File: src/hdl/s5uhs_pkg.sv
// Shared types and constants for the SOCKS5 UDP header stripper.
// Used by the parser, the result queue and the top level; no dependencies.
package s5uhs_pkg;

  // Width of the saturating byte counter.
  localparam int POS_BITS = 16;
  // Width used for position compares, wider than the byte counter.
  localparam int CMP_W = 33;

  // Address type codes on the wire.
  localparam logic [7:0] ATYP_IPV4 = 8'h01;
  localparam logic [7:0] ATYP_NAME = 8'h03;
  localparam logic [7:0] ATYP_IPV6 = 8'h04;

  // Fixed header lengths.
  localparam int IPV4_HDR_LEN = 10;
  localparam int NAME_HDR_BASE = 7;
  localparam int NAME_TEXT_BASE = 4;

  // Text characters.
  localparam logic [7:0] CHR_ZERO = 8'h30;
  localparam logic [7:0] CHR_NINE = 8'h39;
  localparam logic [7:0] CHR_DOT = 8'h2E;
  localparam logic [7:0] CHR_NUL = 8'h00;

  // Octets in a dotted quad.
  localparam logic [2:0] QUAD_OCTETS = 3'd4;

  // Result word kinds.
  localparam logic KIND_PAYLOAD = 1'b0;
  localparam logic KIND_STATUS = 1'b1;

  // Result queue geometry.
  localparam int OQ_DEPTH = 4;
  localparam int OQ_AW = 2;

  typedef enum logic [2:0] {
    ERR_OK    = 3'd0,
    ERR_SHORT = 3'd1,
    ERR_RSV   = 3'd2,
    ERR_FRAG  = 3'd3,
    ERR_ATYP  = 3'd4,
    ERR_NAME  = 3'd5
  } err_t;

  // One queue entry: an optional payload word, then an optional status word.
  typedef struct packed {
    logic        has_pay;
    logic [7:0]  pay;
    logic        has_stat;
    err_t        err;
    logic [31:0] addr;
    logic [15:0] port;
    logic [15:0] len;
  } rec_t;

endpackage

File: src/hdl/s5uhs_parse.sv
// Header parser: per-byte parse state and the result record for each word.
// Depends on s5uhs_pkg.
module s5uhs_parse import s5uhs_pkg::*; (
  input  logic       clk,
  input  logic       rst_n,
  input  logic       accept,
  input  logic [7:0] data_byte,
  input  logic       last_byte,
  output logic       push,
  output rec_t       rec
);

  logic [POS_BITS-1:0] pos_r, pos_nxt;
  logic [7:0]          atyp_r, atyp_nxt;
  logic [7:0]          nlen_r, nlen_nxt;
  logic [31:0]         addr_r, addr_nxt;
  logic [15:0]         port_r, port_nxt;
  err_t                fault_r, fault_nxt;
  logic [8:0]          ov_r, ov_nxt;
  logic [2:0]          oc_r, oc_nxt;
  logic                dseen_r, dseen_nxt;
  logic                tend_r, tend_nxt;
  logic                tinv_r, tinv_nxt;

  logic [CMP_W-1:0]    idx;
  logic [CMP_W-1:0]    text_last;
  logic [CMP_W-1:0]    hdr;
  logic [CMP_W-1:0]    cnt_x;
  logic [CMP_W-1:0]    plen;
  logic [POS_BITS-1:0] cnt;
  logic [12:0]         grown;
  logic                known;
  logic                emit_pay;
  err_t                err;

  // Parse one byte and build its result record
  always_comb begin
    pos_nxt   = pos_r;
    atyp_nxt  = atyp_r;
    nlen_nxt  = nlen_r;
    addr_nxt  = addr_r;
    port_nxt  = port_r;
    fault_nxt = fault_r;
    ov_nxt    = ov_r;
    oc_nxt    = oc_r;
    dseen_nxt = dseen_r;
    tend_nxt  = tend_r;
    tinv_nxt  = tinv_r;

    idx   = CMP_W'(pos_r);
    grown = 13'({ov_r, 3'b000}) + 13'({ov_r, 1'b0}) + 13'(data_byte - CHR_ZERO);

    // Record the first reserved or fragment fault
    if (idx < CMP_W'(3) && data_byte != 8'h00 && fault_r == ERR_OK) begin
      fault_nxt = (idx < CMP_W'(2)) ? ERR_RSV : ERR_FRAG;
    end

    // Capture address type and name length
    if (idx == CMP_W'(3)) begin
      atyp_nxt = data_byte;
    end else if (idx == CMP_W'(4) && atyp_r == ATYP_NAME) begin
      nlen_nxt = data_byte;
    end

    text_last = CMP_W'(nlen_nxt) + CMP_W'(NAME_TEXT_BASE);

    // Accumulate address and port fields
    if (atyp_nxt == ATYP_IPV4 && idx >= CMP_W'(4)) begin
      if (idx <= CMP_W'(7)) begin
        addr_nxt = {addr_r[23:0], data_byte};
      end else if (idx <= CMP_W'(9)) begin
        port_nxt = {port_r[7:0], data_byte};
      end
    end else if (atyp_nxt == ATYP_NAME && idx >= CMP_W'(5)) begin
      if (idx <= text_last) begin
        // Check the dotted-quad text one character at a time
        if (!tend_r && !tinv_r) begin
          if (data_byte == CHR_NUL) begin
            tend_nxt = 1'b1;
          end else if (data_byte >= CHR_ZERO && data_byte <= CHR_NINE) begin
            if (dseen_r && ov_r == 9'd0) begin
              tinv_nxt = 1'b1;          // leading zero
            end else if (grown > 13'd255) begin
              tinv_nxt = 1'b1;          // octet out of range
            end else begin
              ov_nxt   = grown[8:0];
              addr_nxt = {addr_r[31:8], grown[7:0]};
              if (!dseen_r) begin
                if (oc_r >= QUAD_OCTETS) begin
                  tinv_nxt = 1'b1;
                end else begin
                  oc_nxt    = oc_r + 3'd1;
                  dseen_nxt = 1'b1;
                end
              end
            end
          end else if (data_byte == CHR_DOT && dseen_r) begin
            if (oc_r == QUAD_OCTETS) begin
              tinv_nxt = 1'b1;
            end else begin
              addr_nxt  = {addr_r[23:0], 8'h00};
              ov_nxt    = 9'd0;
              dseen_nxt = 1'b0;
            end
          end else begin
            tinv_nxt = 1'b1;
          end
        end
        if (idx == text_last) begin
          tend_nxt = 1'b1;
        end
      end else if (idx <= text_last + CMP_W'(2)) begin
        port_nxt = {port_r[7:0], data_byte};
      end
    end

    // Header length for the known address types
    known = (atyp_nxt == ATYP_IPV4) || (atyp_nxt == ATYP_NAME);
    if (atyp_nxt == ATYP_IPV4) begin
      hdr = CMP_W'(IPV4_HDR_LEN);
    end else if (atyp_nxt == ATYP_NAME) begin
      hdr = CMP_W'(nlen_nxt) + CMP_W'(NAME_HDR_BASE);
    end else begin
      hdr = '0;
    end
    emit_pay = known && (idx >= hdr);

    // Advance the saturating byte count
    cnt     = (pos_r == '1) ? pos_r : pos_r + POS_BITS'(1);
    pos_nxt = cnt;
    cnt_x   = CMP_W'(cnt);

    // Pick the error code in priority order
    priority if (cnt_x < CMP_W'(IPV4_HDR_LEN)) begin
      err = ERR_SHORT;
    end else if (fault_nxt != ERR_OK) begin
      err = fault_nxt;
    end else if (!known) begin
      err = ERR_ATYP;
    end else if (atyp_nxt == ATYP_NAME && cnt_x < hdr) begin
      err = ERR_SHORT;
    end else if (atyp_nxt == ATYP_NAME && (tinv_nxt || oc_nxt != QUAD_OCTETS)) begin
      err = ERR_NAME;
    end else begin
      err = ERR_OK;
    end

    plen = cnt_x - hdr;

    rec.has_pay  = emit_pay;
    rec.pay      = data_byte;
    rec.has_stat = last_byte;
    rec.err      = err;
    if (err == ERR_OK) begin
      rec.addr = addr_nxt;
      rec.port = port_nxt;
      rec.len  = (plen > CMP_W'(16'hFFFF)) ? 16'hFFFF : plen[15:0];
    end else begin
      rec.addr = '0;
      rec.port = '0;
      rec.len  = '0;
    end

    push = accept && (emit_pay || last_byte);

    // Drop all parse state after the last byte
    if (last_byte) begin
      pos_nxt   = '0;
      atyp_nxt  = '0;
      nlen_nxt  = '0;
      addr_nxt  = '0;
      port_nxt  = '0;
      fault_nxt = ERR_OK;
      ov_nxt    = '0;
      oc_nxt    = '0;
      dseen_nxt = 1'b0;
      tend_nxt  = 1'b0;
      tinv_nxt  = 1'b0;
    end
  end

  // Hold parse state; advance on each accepted word
  always_ff @(posedge clk) begin
    if (!rst_n) begin
      pos_r   <= '0;
      atyp_r  <= '0;
      nlen_r  <= '0;
      addr_r  <= '0;
      port_r  <= '0;
      fault_r <= ERR_OK;
      ov_r    <= '0;
      oc_r    <= '0;
      dseen_r <= 1'b0;
      tend_r  <= 1'b0;
      tinv_r  <= 1'b0;
    end else if (accept) begin
      pos_r   <= pos_nxt;
      atyp_r  <= atyp_nxt;
      nlen_r  <= nlen_nxt;
      addr_r  <= addr_nxt;
      port_r  <= port_nxt;
      fault_r <= fault_nxt;
      ov_r    <= ov_nxt;
      oc_r    <= oc_nxt;
      dseen_r <= dseen_nxt;
      tend_r  <= tend_nxt;
      tinv_r  <= tinv_nxt;
    end
  end

`ifndef ASSERT_OFF
  a_last_clears: assert property (@(posedge clk) disable iff (!rst_n)
    accept && last_byte |=> pos_r == '0 && atyp_r == 8'h00 && fault_r == ERR_OK)
    else $error("parse state not cleared after last word");

  a_octet_bound: assert property (@(posedge clk) disable iff (!rst_n)
    oc_r <= QUAD_OCTETS)
    else $error("octet count beyond four");

  a_push_on_accept: assert property (@(posedge clk) disable iff (!rst_n)
    push |-> accept)
    else $error("result pushed without an accepted word");
`endif

endmodule

File: src/hdl/s5uhs_outq.sv
// Result queue: holds parse records and emits payload then status words.
// Depends on s5uhs_pkg.
module s5uhs_outq import s5uhs_pkg::*; (
  input  logic        clk,
  input  logic        rst_n,
  input  logic        push,
  input  rec_t        rec,
  output logic        full,
  output logic        out_valid,
  input  logic        out_stall,
  output logic        out_item_kind,
  output logic [7:0]  out_payload_byte,
  output logic [2:0]  out_error_code,
  output logic [31:0] out_source_address,
  output logic [15:0] out_source_port,
  output logic [15:0] out_payload_length
);

  rec_t             mem_r [OQ_DEPTH];
  logic [OQ_AW-1:0] head_r, head_nxt;
  logic [OQ_AW-1:0] tail_r, tail_nxt;
  logic [OQ_AW:0]   cnt_r, cnt_nxt;
  logic             phase_r, phase_nxt;

  rec_t             head;
  logic             send_stat;
  logic             fire;
  logic             pop;

  // Select the word at the head entry
  always_comb begin
    head      = mem_r[head_r];
    send_stat = phase_r || !head.has_pay;
    out_valid = (cnt_r != '0);
    full      = (cnt_r == (OQ_AW + 1)'(OQ_DEPTH));
    fire      = out_valid && !out_stall;
    pop       = fire && (send_stat || !head.has_stat);

    out_item_kind      = send_stat ? KIND_STATUS : KIND_PAYLOAD;
    out_payload_byte   = send_stat ? 8'h00 : head.pay;
    out_error_code     = send_stat ? head.err : ERR_OK;
    out_source_address = send_stat ? head.addr : 32'h0;
    out_source_port    = send_stat ? head.port : 16'h0;
    out_payload_length = send_stat ? head.len : 16'h0;
  end

  // Advance pointers, fill count and word phase
  always_comb begin
    head_nxt  = pop ? head_r + OQ_AW'(1) : head_r;
    tail_nxt  = push ? tail_r + OQ_AW'(1) : tail_r;
    cnt_nxt   = cnt_r + (OQ_AW + 1)'(push) - (OQ_AW + 1)'(pop);
    phase_nxt = fire ? !pop : phase_r;
  end

  always_ff @(posedge clk) begin
    if (!rst_n) begin
      head_r  <= '0;
      tail_r  <= '0;
      cnt_r   <= '0;
      phase_r <= 1'b0;
    end else begin
      head_r  <= head_nxt;
      tail_r  <= tail_nxt;
      cnt_r   <= cnt_nxt;
      phase_r <= phase_nxt;
    end
  end

  // Write the new record at the tail
  always_ff @(posedge clk) begin
    if (push) begin
      mem_r[tail_r] <= rec;
    end
  end

`ifndef ASSERT_OFF
  a_cnt_bound: assert property (@(posedge clk) disable iff (!rst_n)
    cnt_r <= (OQ_AW + 1)'(OQ_DEPTH))
    else $error("result queue count overflow");

  a_phase_two_part: assert property (@(posedge clk) disable iff (!rst_n)
    phase_r |-> out_valid && head.has_pay && head.has_stat)
    else $error("status phase on an entry without two parts");

  a_no_push_full: assert property (@(posedge clk) disable iff (!rst_n)
    push |-> !full)
    else $error("push into a full result queue");
`endif

endmodule

File: src/hdl/socks5_udp_header_strip.sv
// SOCKS5 UDP header stripper: top level.
// Depends on s5uhs_pkg, s5uhs_parse and s5uhs_outq.
//
// Usage:
//   The input channel carries one datagram byte per word with a last marker.
//   The block checks the reserved, fragment and address type bytes, decodes
//   an IPv4 or dotted-quad domain address and the big-endian port, and
//   forwards every byte past the header as a payload word (item_kind 0).
//   After the last byte it emits one status word (item_kind 1) with the
//   error code, source address, source port and payload length; when the
//   last byte is itself payload, its payload word goes out first.
//   Each result word is registered in the result queue before it is offered.
//   Throughput: one input word per cycle while in_stall is low; the output
//   drains one word per cycle while out_stall is low, and a four-entry result
//   queue absorbs the extra status word. in_stall rises only when that queue
//   is full, i.e. when out_stall has held results back.
//   Reset clears the parse state and empties the queue; the next byte is
//   taken as the first byte of a datagram.
module socks5_udp_header_strip import s5uhs_pkg::*; (
  input  logic        clk,
  input  logic        rst_n,
  input  logic        in_valid,
  output logic        in_stall,
  input  logic [7:0]  in_data_byte,
  input  logic        in_last_byte,
  output logic        out_valid,
  input  logic        out_stall,
  output logic        out_item_kind,
  output logic [7:0]  out_payload_byte,
  output logic [2:0]  out_error_code,
  output logic [31:0] out_source_address,
  output logic [15:0] out_source_port,
  output logic [15:0] out_payload_length
);

  logic accept;
  logic push;
  logic full;
  rec_t rec;

  // Take a word whenever the queue has room
  assign in_stall = full;
  assign accept   = in_valid && !full;

  s5uhs_parse u_parse (
    .clk       (clk),
    .rst_n     (rst_n),
    .accept    (accept),
    .data_byte (in_data_byte),
    .last_byte (in_last_byte),
    .push      (push),
    .rec       (rec)
  );

  s5uhs_outq u_outq (
    .clk                (clk),
    .rst_n              (rst_n),
    .push               (push),
    .rec                (rec),
    .full               (full),
    .out_valid          (out_valid),
    .out_stall          (out_stall),
    .out_item_kind      (out_item_kind),
    .out_payload_byte   (out_payload_byte),
    .out_error_code     (out_error_code),
    .out_source_address (out_source_address),
    .out_source_port    (out_source_port),
    .out_payload_length (out_payload_length)
  );

endmodule
File: config.mk
export PLATFORM = sky130hd
export DESIGN_NAME = socks5_udp_header_strip
export DESIGN_NICKNAME = d
export VERILOG_FILES = /design/src/hdl/s5uhs_pkg.sv /design/src/hdl/s5uhs_parse.sv /design/src/hdl/s5uhs_outq.sv /design/src/hdl/socks5_udp_header_strip.sv
export SDC_FILE = /design/constraint.sdc
export NUM_CORES = 1
export LEC_CHECK = 0
export BUFFER_PORTS_ARGS = -buffer_cell sky130_fd_sc_hd__buf_2
export CAP_MARGIN = 0
export CORE_ASPECT_RATIO = 0.6
export CORE_UTILIZATION = 69
export CTS_BUF_LIST = sky130_fd_sc_hd__clkbuf_8
export CTS_CLUSTER_DIAMETER = 60
export DETAILED_ROUTE_END_ITERATION = 8
export PLACE_DENSITY = 0.89
export SETUP_SLACK_MARGIN = 0.1
export SYNTH_ARGS = -nofsm -noshare
export SYNTH_HDL_FRONTEND = slang
export SYNTH_SLANG_ARGS = --single-unit
File: constraint.sdc
create_clock -name clk -period 12.1 [get_ports clk]
set_input_delay 0.605 -clock clk [delete_from_list [all_inputs] [get_ports clk]]
set_output_delay 0.605 -clock clk [all_outputs]
set_load 0.02 [all_outputs]
==> summary.md, run 1 <==
| Metric | Value |
|---|---|
| Run status | complete, no violations |
| DRT Pass-1 Iters | 7 |
| Final nets | roughly 1800 |
| Setup Buffers After CTS | 0 |
| Asr flop ratio synth | 0% |
| Clock buffer depth | 3 |
| Crit Path Category | reg2reg |
| Hold_ws | 0.346 ns |
| DRT antenna net count | 0 |
| Slowest CP cell | nor4b_1 |
| Sw Pwr | approximately 1.1 mW |
| Reg2Reg Depth | 22 |
| Critical Path End | u_outq.mem_r[1][34]$_DFFE_PP_ |
| Core Area | between 20000 and 30000 sq um |
| Slew margin rel. | about 15% |
| Gr usage total | approximately a third |
| Worst-path cell chain | or4_4 -> or4_4 -> nor4_4 -> buf_4 -> mux2i_1 -> inv_1 -> ha_1 -> a21oi_1 -> inv_1 -> xnor2_1 -> nand2_1 -> ha_1 -> or4_1 -> o21ai_0 -> a21o_1 -> o21ai_0 -> nor4b_1 -> a211o_1 -> a211oi_2 -> o21ai_4 -> buf_4 -> a2111oi_0 |
| Worst Setup End Kind | register |
| I/O pin total | 91 |
| Worst setup SP type | register |
| Max cap viols | 0 |
| Syn-to-layout area delta | 9.55% |
| Worst Path Buf+Inv | 4 |
| Top delay family on crit path | simple AND/OR/NAND/NOR gates |
| Clock sink count | 416 |
| DRC | 0 |
| Most common cell after layout, fill and taps aside | edfxtp_1 |
| Worst Max-Slew Pin Slew | between 1 and 1.5 ns |
| Die height | ~130 microns |
| Die area | between 20000 and 30000 sq um |
| FMAX | between 0.1 and 0.15 GHz |
| Clk slew on worst S/H paths | approximately 0.070 ns |
| Later-pin clock latency in the skew report | between 0.6 and 0.7 ns |
| Clock power share | 30.8% |
| Post-layout min period | about 8.1 ns |
| Fin. max-slew vios | 0 |
| Cell accounting for the most synthesized area | edfxtp_1 |
| Fin Setup TNS | 0 ns |
| Global-route wire length before repair | 76300 microns |
| Total CTS buffers | 57 |
| Initial drt markers | around 2100 |
| Largest net degree at the start of global routing | 77 |
| Switch share | between 30% and 40% |
| Total Wirelength | around 50000 microns |
| Critical Path RT | ~12 ns |
| DP Area | between 20000 and 25000 sq um |
| Unrepaired setup endpoints after global routing | false |
| Yosys top cell area share | between 40% and 50% |
| Main flop type after synthesis | edfxtp_1 |
| Max rail drop VDD | 0.132 mV |
| Reg2reg end | u_outq.mem_r[1][34]$_DFFE_PP_ |
| Vias after detailed routing | between 10000 and 15000 |
| Lkg Pwr | between 8 and 9 nW |
| Initial Util | 70.2% |
| Critical path depth | 22 |
| Post-CTS sizing | 0 |
| Port Buffers | 90 |
| Register-to-Register Setup Slack | 4.01 ns |
| Hold Crit Depth | 4 |
| Most frequent cells in the layout | edfxtp_1 (308), nand2_1 (111), nor2b_1 (107) |
| Gate power share | a little under a quarter |
| Vias per inst | ~6.7 |
| Fin area | 22100 sq um |
| Syn_area_per_cell | 12.8 sq um |
| Synth warnings | 0 |
| Cell count after synthesis | approximately 1600 |
| Worst Clk Skew | around 0.036 ns |
| Int Pwr | between 2 and 2.5 mW |
| Placer Congestion | about 1 |
| Root Buffer | clkbuf_8 |
| Sequential power share | roughly 47% |
| Synth Cell Area | 20200 sq um |
| Area contributors post-synth | edfxtp_1 (46%), dfxtp_1 (11%), mux4_2 (8.6%) |
| Hold Vio Cnt, Final | 0 |
| Critical path origin | u_parse.pos_r[10]$_SDFFE_PN0P_ |
| CTS tree | built |
| Number of global-route vias before repair | 13400 |
| Synth cell types | 80 |
| Slowest stage delay, CP | 1.07 ns |
| Worst EP arrival | between 8 and 9 ns |
| Crit Path Max Fanout | 64 |
| Worst r2r src | u_parse.pos_r[10]$_SDFFE_PN0P_ |
| CTS Hold Bufs | 0 |
| Core Rows | 48 |
| WL/cell | about 24 microns |
| DP HPWL | about 32000 microns |
| Initial antenna violation count | 1 |
| Syn Nets | ~1700 |
| Min-delay worst type | in2reg |
| Sequential share of the synthesized area | 56.5% |
| Post-synth EDFFs | slightly above 300 |
| Width of the die | approximately 220 microns |
| Final Core Density | between 70% and 80% |
| Cell Pwr Density | 159 nW/um^2 |
| CTS H-tree depth | 2 |
| Endpoints failing setup | 0 |
| Total power | 3.52 mW |
| Flops & latches, synth | ~420 |
| Crit share post-route | approximately two thirds |
| Grt ovf | 0 |
| Share of cells above drive strength 1 | 18.1% |
## power by group through the flow
stage	Combinational [mW]	Clock, mW	Sequential, mW
2_1_floorplan	0.593	0	1.61
3_3_place_gp	0.782	0	1.66
3_5_place_dp	0.793	0	1.67
4_1_cts	0.799	1.09	1.64
5_1_grt	0.846	1.14	1.64
6_report	0.799	1.08	1.63
## worst min path at each step
stage	start	to	slack (ns)
2_1_floorplan	u_parse.tend_r$_SDFFE_PN0P_	u_parse.tend_r$_SDFFE_PN0P_	0.44
3_3_place_gp	u_parse.tend_r$_SDFFE_PN0P_	u_parse.tend_r$_SDFFE_PN0P_	0.45
3_5_place_dp	u_parse.addr_r[29]$_SDFFE_PN0P_	u_parse.addr_r[29]$_SDFFE_PN0P_	0.47
4_1_cts	out_stall	u_outq.phase_r$_SDFFE_PN0P_	0.34
5_1_grt	in_data_byte[7]	u_outq.mem_r[2][75]$_DFFE_PP_	0.39
6_report	out_stall	u_outq.phase_r$_SDFFE_PN0P_	0.35
## per-layer routing
| metal | global-route usage (%) | wire (microns) |
|---|---|---|
| met5 | 0 | 0 |
| met4 | 8.97 | 936 |
| met3 | 9.44 | 6550 |
| met2 | 47.6 | 21100 |
| met1 | 51.2 | 21200 |
## tightest hold or removal path: stages
cell and delay [ns]:
buf_2 0.07, nor2b_1 0.05, o21ai_0 0.13, nor2_1 0.07
## cell usage after synthesis, types with 10 or more instances
library cell / instances
a21oi_1: 81
a22o_1: 40
a22oi_1: 24
and2_1: 28
and3_1: 12
buf_2: 11
clkbuf_1: 69
dfxtp_1: 108
edfxtp_1: 308
fa_1: 10
ha_1: 72
inv_1: 58
mux2i_1: 30
mux4_2: 77
nand2_1: 111
nand3_1: 36
nand4_1: 16
nor2_1: 85
nor2b_1: 108
nor3_1: 11
nor3b_1: 10
nor4_1: 11
o21a_1: 13
o21ai_0: 42
or3_1: 11
xnor2_1: 24
xor2_1: 18
## flip-flops by register name (all words and copies together), names as in the netlist, named ones only
name	flops
u_parse.ov_r	9
u_parse.port_r	16
u_parse.addr_r	32
u_outq.tail_r	2
u_parse.tend_r	1
u_outq.head_r	2
u_parse.atyp_r	8
u_parse.pos_r	16
u_parse.dseen_r	1
u_outq.cnt_r	3
u_parse.tinv_r	1
u_outq.mem_r	308
u_parse.nlen_r	8
u_parse.oc_r	3
u_outq.phase_r	1
u_parse.fault_r	3
## area by class of cell
class                   instances  area (sq um)
diodes                          1          2.50
clock buffers                  65           895
clock inverters                43           265
fillers                      1731          6640
inverters                      58           218
multi-input cells            1018          8250
flip-flops and latches        416         11400
well taps                     375           469
repair buffers                111           608
## cells by family after synthesis
family / synth area share (%)
other: 0.0186
AOI/OAI and AO/OA: 10.3
adders and majority gates: 5.45
DFF: 56.5
xor gates and xnor gates: 1.82
muxes: 10.3
and+or+nand+nor: 12.8
buffers and inverters: 2.84
## stage by stage
stage | instances | worst slack (ns)
6_report | 2087 | 4.01
2_1_floorplan | 1580 | 5.34
5_1_grt | 2087 | 3.68
3_3_place_gp | 1978 | 4.56
4_1_cts | 2086 | 4.25
3_5_place_dp | 1978 | 4.27
Note: power is estimated with default switching activity, not from simulation.
==> run 2, diff against run 1 <==
--- a/config.mk
+++ b/config.mk
@@ -5,14 +5,15 @@
 export SDC_FILE = /design/constraint.sdc
 export NUM_CORES = 1
 export LEC_CHECK = 0
+export ABC_AREA = 1
 export BUFFER_PORTS_ARGS = -buffer_cell sky130_fd_sc_hd__buf_2
 export CAP_MARGIN = 0
 export CORE_ASPECT_RATIO = 0.6
-export CORE_UTILIZATION = 69
+export CORE_UTILIZATION = 58
 export CTS_BUF_LIST = sky130_fd_sc_hd__clkbuf_8
 export CTS_CLUSTER_DIAMETER = 60
 export DETAILED_ROUTE_END_ITERATION = 8
-export PLACE_DENSITY = 0.89
+export PLACE_DENSITY = 0.8
 export SETUP_SLACK_MARGIN = 0.1
 export SYNTH_ARGS = -nofsm -noshare
 export SYNTH_HDL_FRONTEND = slang
==> constraint.sdc (replaced) <==
create_clock -name clk -period 7 [get_ports clk]
set_input_delay 0.35 -clock clk [delete_from_list [all_inputs] [get_ports clk]]
set_output_delay 0.35 -clock clk [all_outputs]
set_load 0.02 [all_outputs]
==> run 2 against run 1 <==
  * Sequential share of layout area is 4.3 points lower
  * Critical path depth is 2 higher
  * Synthesized area is 9.5% higher
  * Global-route usage is 2.9 points lower
  * Hold slack worse by 0.31 ns
  * First-iteration DRC count is 11% higher
  * Utilization is 12 points lower
  * Non-clock buffer count is 4 higher
  * Highest routed layer unchanged
  * Largest power group unchanged
==> summary.md, run 2 <==
| Metric | Value |
|---|---|
| CTS tree | built |
| CTS H-tree depth | 2 |
| Clock sink count | around 420 |
| Clk slew on worst S/H paths | 0.07 ns |
| Synth warnings | 0 |
| Area contributors post-synth | edfxtp_1 (42%), dfxtp_1 (9.8%), nand2_1 (8.2%) |
| Worst setup SP type | register |
| WL/cell | ~19 microns |
| Cell count after synthesis | 2571 |
| Final nets | 2716 |
| Unrepaired setup endpoints after global routing | false |
| Syn-to-layout area delta | 9.10% |
| CP dominant cell by count | nor2_1 |
| Cell Pwr Density | between 200 and 300 nW/um^2 |
| Int Pwr | about 4.2 mW |
| DP Area | 22900 sq um |
| Most common cell after layout, fill and taps aside | nand2_1 |
| Top Registers | u_outq.mem_r: 308 flops, u_parse.addr_r: 32 flops |
| Worst-path cell chain | inv_1 -> ha_1 -> nand3_1 -> nor2_1 -> nand4_1 -> o21ai_0 -> inv_1 -> ha_1 -> nor2_1 -> nor2_1 -> ha_1 -> a21oi_1 -> o21bai_1 -> a21oi_1 -> nor2_1 -> nor2_1 -> o21a_1 -> nor2_1 -> o21a_1 -> nand2_1 -> nand2_1 -> inv_1 -> nor2_4 -> buf_4 |
| Hold Vio Cnt, Final | 0 |
| Yosys top cell area share | a little over two fifths |
| Number of global-route vias before repair | roughly 17000 |
| Total Wirelength | just over 60000 microns |
| Count leader, synth | nand2_1 |
| Flops & latches, synth | roughly 420 |
| CTS Hold Bufs | 0 |
| Worst Clk Skew | about 0.068 ns |
| Switch share | between 30 and 40% |
| Slew margin rel. | approximately a quarter |
| Sequential power share | between 40% and 50% |
| Syn_area_per_cell | 8.60 sq um |
| Vias per inst | slightly below 6 |
| Grt ovf | 0 |
| Min-delay worst type | in2reg |
| Max cap viols | 0 |
| Worst Setup End Kind | register |
| Initial drt markers | around 2300 |
| Crit Path Category | reg2reg |
| Fin area | 24100 sq um |
| Critical Path RT | about 7.2 ns |
| Sw Pwr | roughly 2.4 mW |
| Largest net degree at the start of global routing | about 100 |
| Initial Util | about three fifths |
| Fin. max-slew vios | 0 |
| DRC | 0 |
| Gr usage total | between 30% and 40% |
| Placer Congestion | approximately 0.94 |
| FMAX | between 0.15 and 0.2 GHz |
| Vias after detailed routing | between 15000 and 20000 |
| Most flops, register | u_outq.mem_r |
| Run status | complete, no violations |
| Pre-CTS setup slack | between 0.6 and 0.7 ns |
| Lkg Pwr | approximately 10 nW |
| DP HPWL | ~40000 microns |
| Max FFs per register | 308 |
| Most frequent cells in the layout | nand2_1 (480), inv_1 (360), edfxtp_1 (308) |
| Post-layout min period | between 6 and 7 ns |
| PnR worst setup slack | ~0.59 ns |
| Gate power share | 27.5% |
| Post-synth EDFFs | about 310 |
| Filler instances | between 2000 and 3000 |
| Core Area | between 30000 and 40000 sq um |
| Crit Path Max Fanout | 64 |
| Max rail drop VDD | 0.224 mV |
| Most frequent cells after synthesis | nand2_1 (481), inv_1 (333), edfxtp_1 (308) |
| Crit share post-route | approximately nine tenths |
| Worst EP arrival | ~6.7 ns |
| Worst Max-Slew Pin Slew | roughly 1.1 ns |
| Later-pin clock latency in the skew report | 0.68 ns |
| DRT Pass-1 Iters | 6 |
| Syn Nets | around 2700 |
| Total CTS buffers | 60 |
| Synth cell types | between 50 and 60 |
| Cell accounting for the most synthesized area | edfxtp_1 |
| Die height | about 150 microns |
| Global-route wire length before repair | roughly 93000 microns |
| Core Rows | 54 |
| Width of the die | ~250 microns |
| Main flop type after synthesis | edfxtp_1 |
| Slowest stage delay, CP | 0.88 ns |
| Slowest CP cell | buf_4 |
| Asr flop ratio synth | 0% |
| Initial antenna violation count | 0 |
| Synth Cell Area | 22100 sq um |
| I/O pin total | approximately 90 |
| Share of cells above drive strength 1 | between 10 and 15% |
| Sequential share of the synthesized area | between 50 and 60% |
| Endpoints failing setup | 0 |
| Port Buffers | 90 |
| Root Buffer | clkbuf_8 |
| Die area | 38900 sq um |
| DRT antenna net count | 0 |
| Clock power share | slightly below 30% |
| Clock buffer depth | 3 |
[run 2: cell count changes in the layout (fill, tap and decap cells not counted), moves of 24 or more]
| cell | delta |
|---|---|
| nor2_2 | +56 |
| a21oi_1 | +71 |
| mux4_2 | -77 |
| o211ai_1 | +30 |
| o22ai_1 | +78 |
| a22oi_1 | -24 |
| mux2i_1 | -30 |
| nor2_1 | +197 |
| o21ai_0 | +237 |
| inv_1 | +280 |
| nor2b_1 | -107 |
| a22o_1 | -40 |
| nand2_1 | +369 |
[run 2: cell type report]
class                      count  area [sq um]  area share [%]
antenna                        1          2.50          0.0104
timing repair buffer         115           663            2.75
sequential                   416         11400            47.3
multi-input combinational   1688          8940            37.1
inverter                     340          1280            5.30
tap                          504           631            2.61
clock inverter                42           199           0.825
clock buffer                  72           991            4.11
[run 2: logic make-up (layout without fill, tap and decap cells)]
group	Yosys count	count (layout)	share of synthesized area [%]
buf+inv	468	569	8.29
flops	416	416	51.6
xor+xnor	29	29	1.15
other cells	1	2	0.0170
compound gates	610	610	15.4
fa+ha+maj	82	82	4.98
simple gates	965	966	18.6
[run 2: worst paths after layout]
kind                                      start                             to  slack, ns  depth (start not counted)
setup / recovery  u_parse.pos_r[1]$_SDFFE_PN0P_  u_outq.mem_r[2][54]$_DFFE_PP_       0.59                         24
hold / removal                        out_stall    u_outq.phase_r$_SDFFE_PN0P_       0.04                          4
setup reg to reg  u_parse.pos_r[1]$_SDFFE_PN0P_  u_outq.mem_r[2][54]$_DFFE_PP_       0.59                         24
hold reg to reg   u_outq.head_r[1]$_SDFFE_PN0P_                       register       0.46                          2
[run 2: power by group through the flow]
stage               Sequential, mW  Clock [mW]  Combinational, mW
CTS                           2.81        1.92               1.78
detailed placement            2.86           0               1.77
finish                        2.81        1.92               1.80
floorplan                     2.82           0               1.21
global route                  2.82        2.03               1.97
global placement              2.86           0               1.74
[run 2: timing repair]
item / CTS / global route
gates resized for setup: 0 / 2
setup endpoints to repair: 0 / 122
buffers inserted: 0 / 0
[run 2: critical path: cells and delay by family, from the launching register on]
family / cells / cell delay (ns)
flip-flops: 1 / 0.39
AO/OA/AOI/OAI: 6 / 1.33
buffers and inverters: 4 / 1.50
adder cells (fa/ha/maj): 3 / 0.85
AND/OR/NAND/NOR: 11 / 1.83
[run 2: metrics by stage]
stage	power, mW	util [%]	hold WS [ns]	cells	setup TNS (ns)
after floorplan	4.02	-	0.431	2571	-67.57
after global placement	4.60	62.0	0.436	3062	0
after detailed placement	4.63	62.0	0.448	3062	0
after CTS	6.51	65.2	0.00265	3176	0
after global routing	6.82	65.3	0.0403	3177	0
final	6.53	65.3	0.0373	3178	0
[run 2: routing by layer]
layer | share of wire [%] | track usage (%)
met2 | 41 | 43.2
met1 | 45 | 47.2
met3 | 12 | 8.06
met5 | 0 | 0
met4 | 1.6 | 6.31
==> run 3, diff against run 2 <==
--- a/config.mk
+++ b/config.mk
@@ -11,9 +11,9 @@
 export CORE_ASPECT_RATIO = 0.6
 export CORE_UTILIZATION = 58
 export CTS_BUF_LIST = sky130_fd_sc_hd__clkbuf_8
-export CTS_CLUSTER_DIAMETER = 60
+export CTS_CLUSTER_DIAMETER = 80
 export DETAILED_ROUTE_END_ITERATION = 8
-export PLACE_DENSITY = 0.8
+export PLACE_DENSITY = 0.85
 export SETUP_SLACK_MARGIN = 0.1
 export SYNTH_ARGS = -nofsm -noshare
 export SYNTH_HDL_FRONTEND = slang
==> run 3 against run 2 <==
  * Total power hardly changed
  * Highest routed layer unchanged
  * Die area is the same
  * Non-clock buffer count down 3
  * Clock power hardly changed
  * Largest cell class unchanged
  * Critical path depth increased by 1
==> summary.md, run 3 (synthesized netlist as in run 2, its figures left out) <==
| Metric | Value |
|---|---|
| Critical Path RT | 7.26 ns |
| Root Buffer | clkbuf_8 |
| Slew margin rel. | between 10% and 20% |
| Die area | slightly below 40000 sq um |
| Slowest CP cell | nor2_4 |
| Unrepaired setup endpoints after global routing | false |
| Max FFs per register | 308 |
| Worst Path Buf+Inv | 5 |
| Clock power share | ~30% |
| Hold Vio Cnt, Final | 0 |
| CTS H-tree depth | 2 |
| Fin area | roughly 24000 sq um |
| Clk slew on worst S/H paths | 0.07 ns |
| Placer Congestion | between 0.9 and 1 |
| Number of global-route vias before repair | around 17000 |
| DRT Pass-1 Iters | 6 |
| Sequential power share | a little over two fifths |
| DP Area | approximately 23000 sq um |
| Filler instances | 2930 |
| Run status | complete, no violations |
| DP HPWL | 38900 microns |
| Initial Util | between 50% and 60% |
| Top Registers | u_outq.mem_r: 308 flops, u_parse.addr_r: 32 flops |
| Worst setup SP type | register |
| FMAX | between 0.15 and 0.2 GHz |
| DRC | 0 |
| Worst EP arrival | about 6.4 ns |
| Fin. max-slew vios | 0 |
| Total CTS buffers | 59 |
| Gate power share | 27.4% |
| Lkg Pwr | approximately 10 nW |
| Reg2reg end | u_outq.mem_r[1][41]$_DFFE_PP_ |
| Clock buffer depth | 3 |
| Initial antenna violation count | 1 |
| Later-pin clock latency in the skew report | between 0.6 and 0.7 ns |
| Reg2Reg Depth | 25 |
| Grt ovf | 0 |
| Worst Clk Skew | ~0.044 ns |
| Crit Path Max Fanout | 46 |
| Largest net degree at the start of global routing | 101 |
| Top delay family on crit path | simple AND/OR/NAND/NOR gates |
| Max rail drop VDD | roughly 0.24 mV |
| CTS tree | built |
| Int Pwr | 4.19 mW |
| Worst Max-Slew Pin Slew | between 1 and 1.5 ns |
| Core Area | ~37000 sq um |
| Final nets | roughly 2700 |
| I/O pin total | 91 |
| Most flops, register | u_outq.mem_r |
| Die height | about 150 microns |
| WL/cell | about 19 microns |
| Initial drt markers | about 2300 |
| Syn-to-layout area delta | 9.12% |
| Global-route wire length before repair | between 90000 and 100000 microns |
| Share of cells above drive strength 1 | about 12% |
| Slowest stage delay, CP | approximately 0.7 ns |
| Most common cell after layout, fill and taps aside | nand2_1 |
| Register-to-Register Setup Slack | between 0.8 and 0.9 ns |
| Total power | 6.53 mW |
| CP dominant cell by count | nor2_1 |
| Width of the die | 254 microns |
| Final Core Density | between 60 and 70% |
| Vias after detailed routing | between 15000 and 20000 |
| Worst Setup End Kind | register |
| Sw Pwr | around 2.3 mW |
| Cell Pwr Density | around 270 nW/um^2 |
| Gr usage total | 30.3% |
| Core Rows | between 50 and 60 |
| Endpoints failing setup | 0 |
| DRT antenna net count | 0 |
| Vias per inst | 5.82 |
| Hold_ws | 0.0698 ns |
| Post-layout min period | between 6 and 7 ns |
| Critical Path End | u_outq.mem_r[1][41]$_DFFE_PP_ |
| Critical path origin | u_parse.pos_r[1]$_SDFFE_PN0P_ |
| Clock sink count | about 420 |
| Port Buffers | 90 |
| Critical path depth | 25 |
| Crit share post-route | ~88% |
| Worst r2r src | u_parse.pos_r[1]$_SDFFE_PN0P_ |
| Crit Path Category | reg2reg |
| Total Wirelength | 59900 microns |
| Min-delay worst type | in2reg |
| Most frequent cells in the layout | nand2_1 (480), inv_1 (349), edfxtp_1 (308) |
| Max cap viols | 0 |
| Switch share | between 30% and 40% |
-- run 3: changes by cell type in the layout (fill, tap and decap cells not counted), moves of 2 or more --
cell | before | now
buf_4 | 23 | 20
clkbuf_8 | 72 | 75
clkinv_2 | 5 | 8
clkinvlp_4 | 0 | 3
inv_1 | 360 | 349
inv_12 | 2 | 0
o21ai_0 | 279 | 276
o21ai_2 | 3 | 5
-- run 3: power by group through the flow --
stage	Combinational (mW)	Sequential (mW)	Clock [mW]
after floorplan	1.21	2.82	0
after global placement	1.71	2.85	0
after global routing	1.96	2.81	2.06
after CTS	1.77	2.80	1.95
final	1.79	2.80	1.94
after detailed placement	1.75	2.85	0
-- run 3: worst min-delay path, cell delays in order --
cell and delay (ns):
buf_2 0.07, a31oi_1 0.04, o21ai_0 0.14, nor2_1 0.05
-- run 3: repair_timing --
| action | in CTS | in global routing |
|---|---|---|
| setup endpoints to repair | 0 | 139 |
| hold buffers | 0 | 0 |
| gates resized for setup | 0 | 6 |
| buffers inserted | 0 | 2 |
-- run 3: how the worst min path moves through the flow --
| stage | start | endpoint | slack, ns | cells past startpoint |
|---|---|---|---|---|
| floorplan | u_parse.fault_r[2]$_SDFFE_PN0P_ | u_parse.fault_r[2]$_SDFFE_PN0P_ | 0.43 | 2 |
| global placement | u_outq.head_r[1]$_SDFFE_PN0P_ | register | 0.44 | 2 |
| detailed placement | u_parse.fault_r[2]$_SDFFE_PN0P_ | u_parse.fault_r[2]$_SDFFE_PN0P_ | 0.44 | 2 |
| CTS | out_stall | u_outq.phase_r$_SDFFE_PN0P_ | 0.04 | 4 |
| global route | out_stall | u_outq.phase_r$_SDFFE_PN0P_ | 0.06 | 4 |
| finish | out_stall | u_outq.phase_r$_SDFFE_PN0P_ | 0.07 | 4 |
-- run 3: per-layer routing --
| metal | share of wire (%) | track usage (%) |
|---|---|---|
| met1 | 43 | 44.2 |
| met4 | 2.1 | 8.43 |
| met5 | 0 | 0 |
| met3 | 14 | 10.9 |
| met2 | 41 | 42.4 |
-- run 3: area by class of cell --
cell class                      instances  area [sq um]  share of cell area, %
Timing Repair Buffer                  112           641                   2.66
Clock buffer                           75          1030                   4.28
Sequential cell                       416         11400                   47.3
Clock inverter                         36           180                  0.747
Multi-Input combinational cell       1688          8950                   37.1
Inverter                              340          1280                   5.30
Tap cell                              504           631                   2.61
Antenna cell                            1          2.50                 0.0104
-- run 3: metrics by stage --
stage | cells | TNS (ns) | setup WS (ns)
after floorplan | 2571 | -67.57 | -0.219
after global placement | 3057 | 0 | 0.576
after detailed placement | 3057 | 0 | 0.349
after CTS | 3168 | 0 | 0.292
after global routing | 3172 | 0 | 0.475
final | 3172 | 0 | 0.848
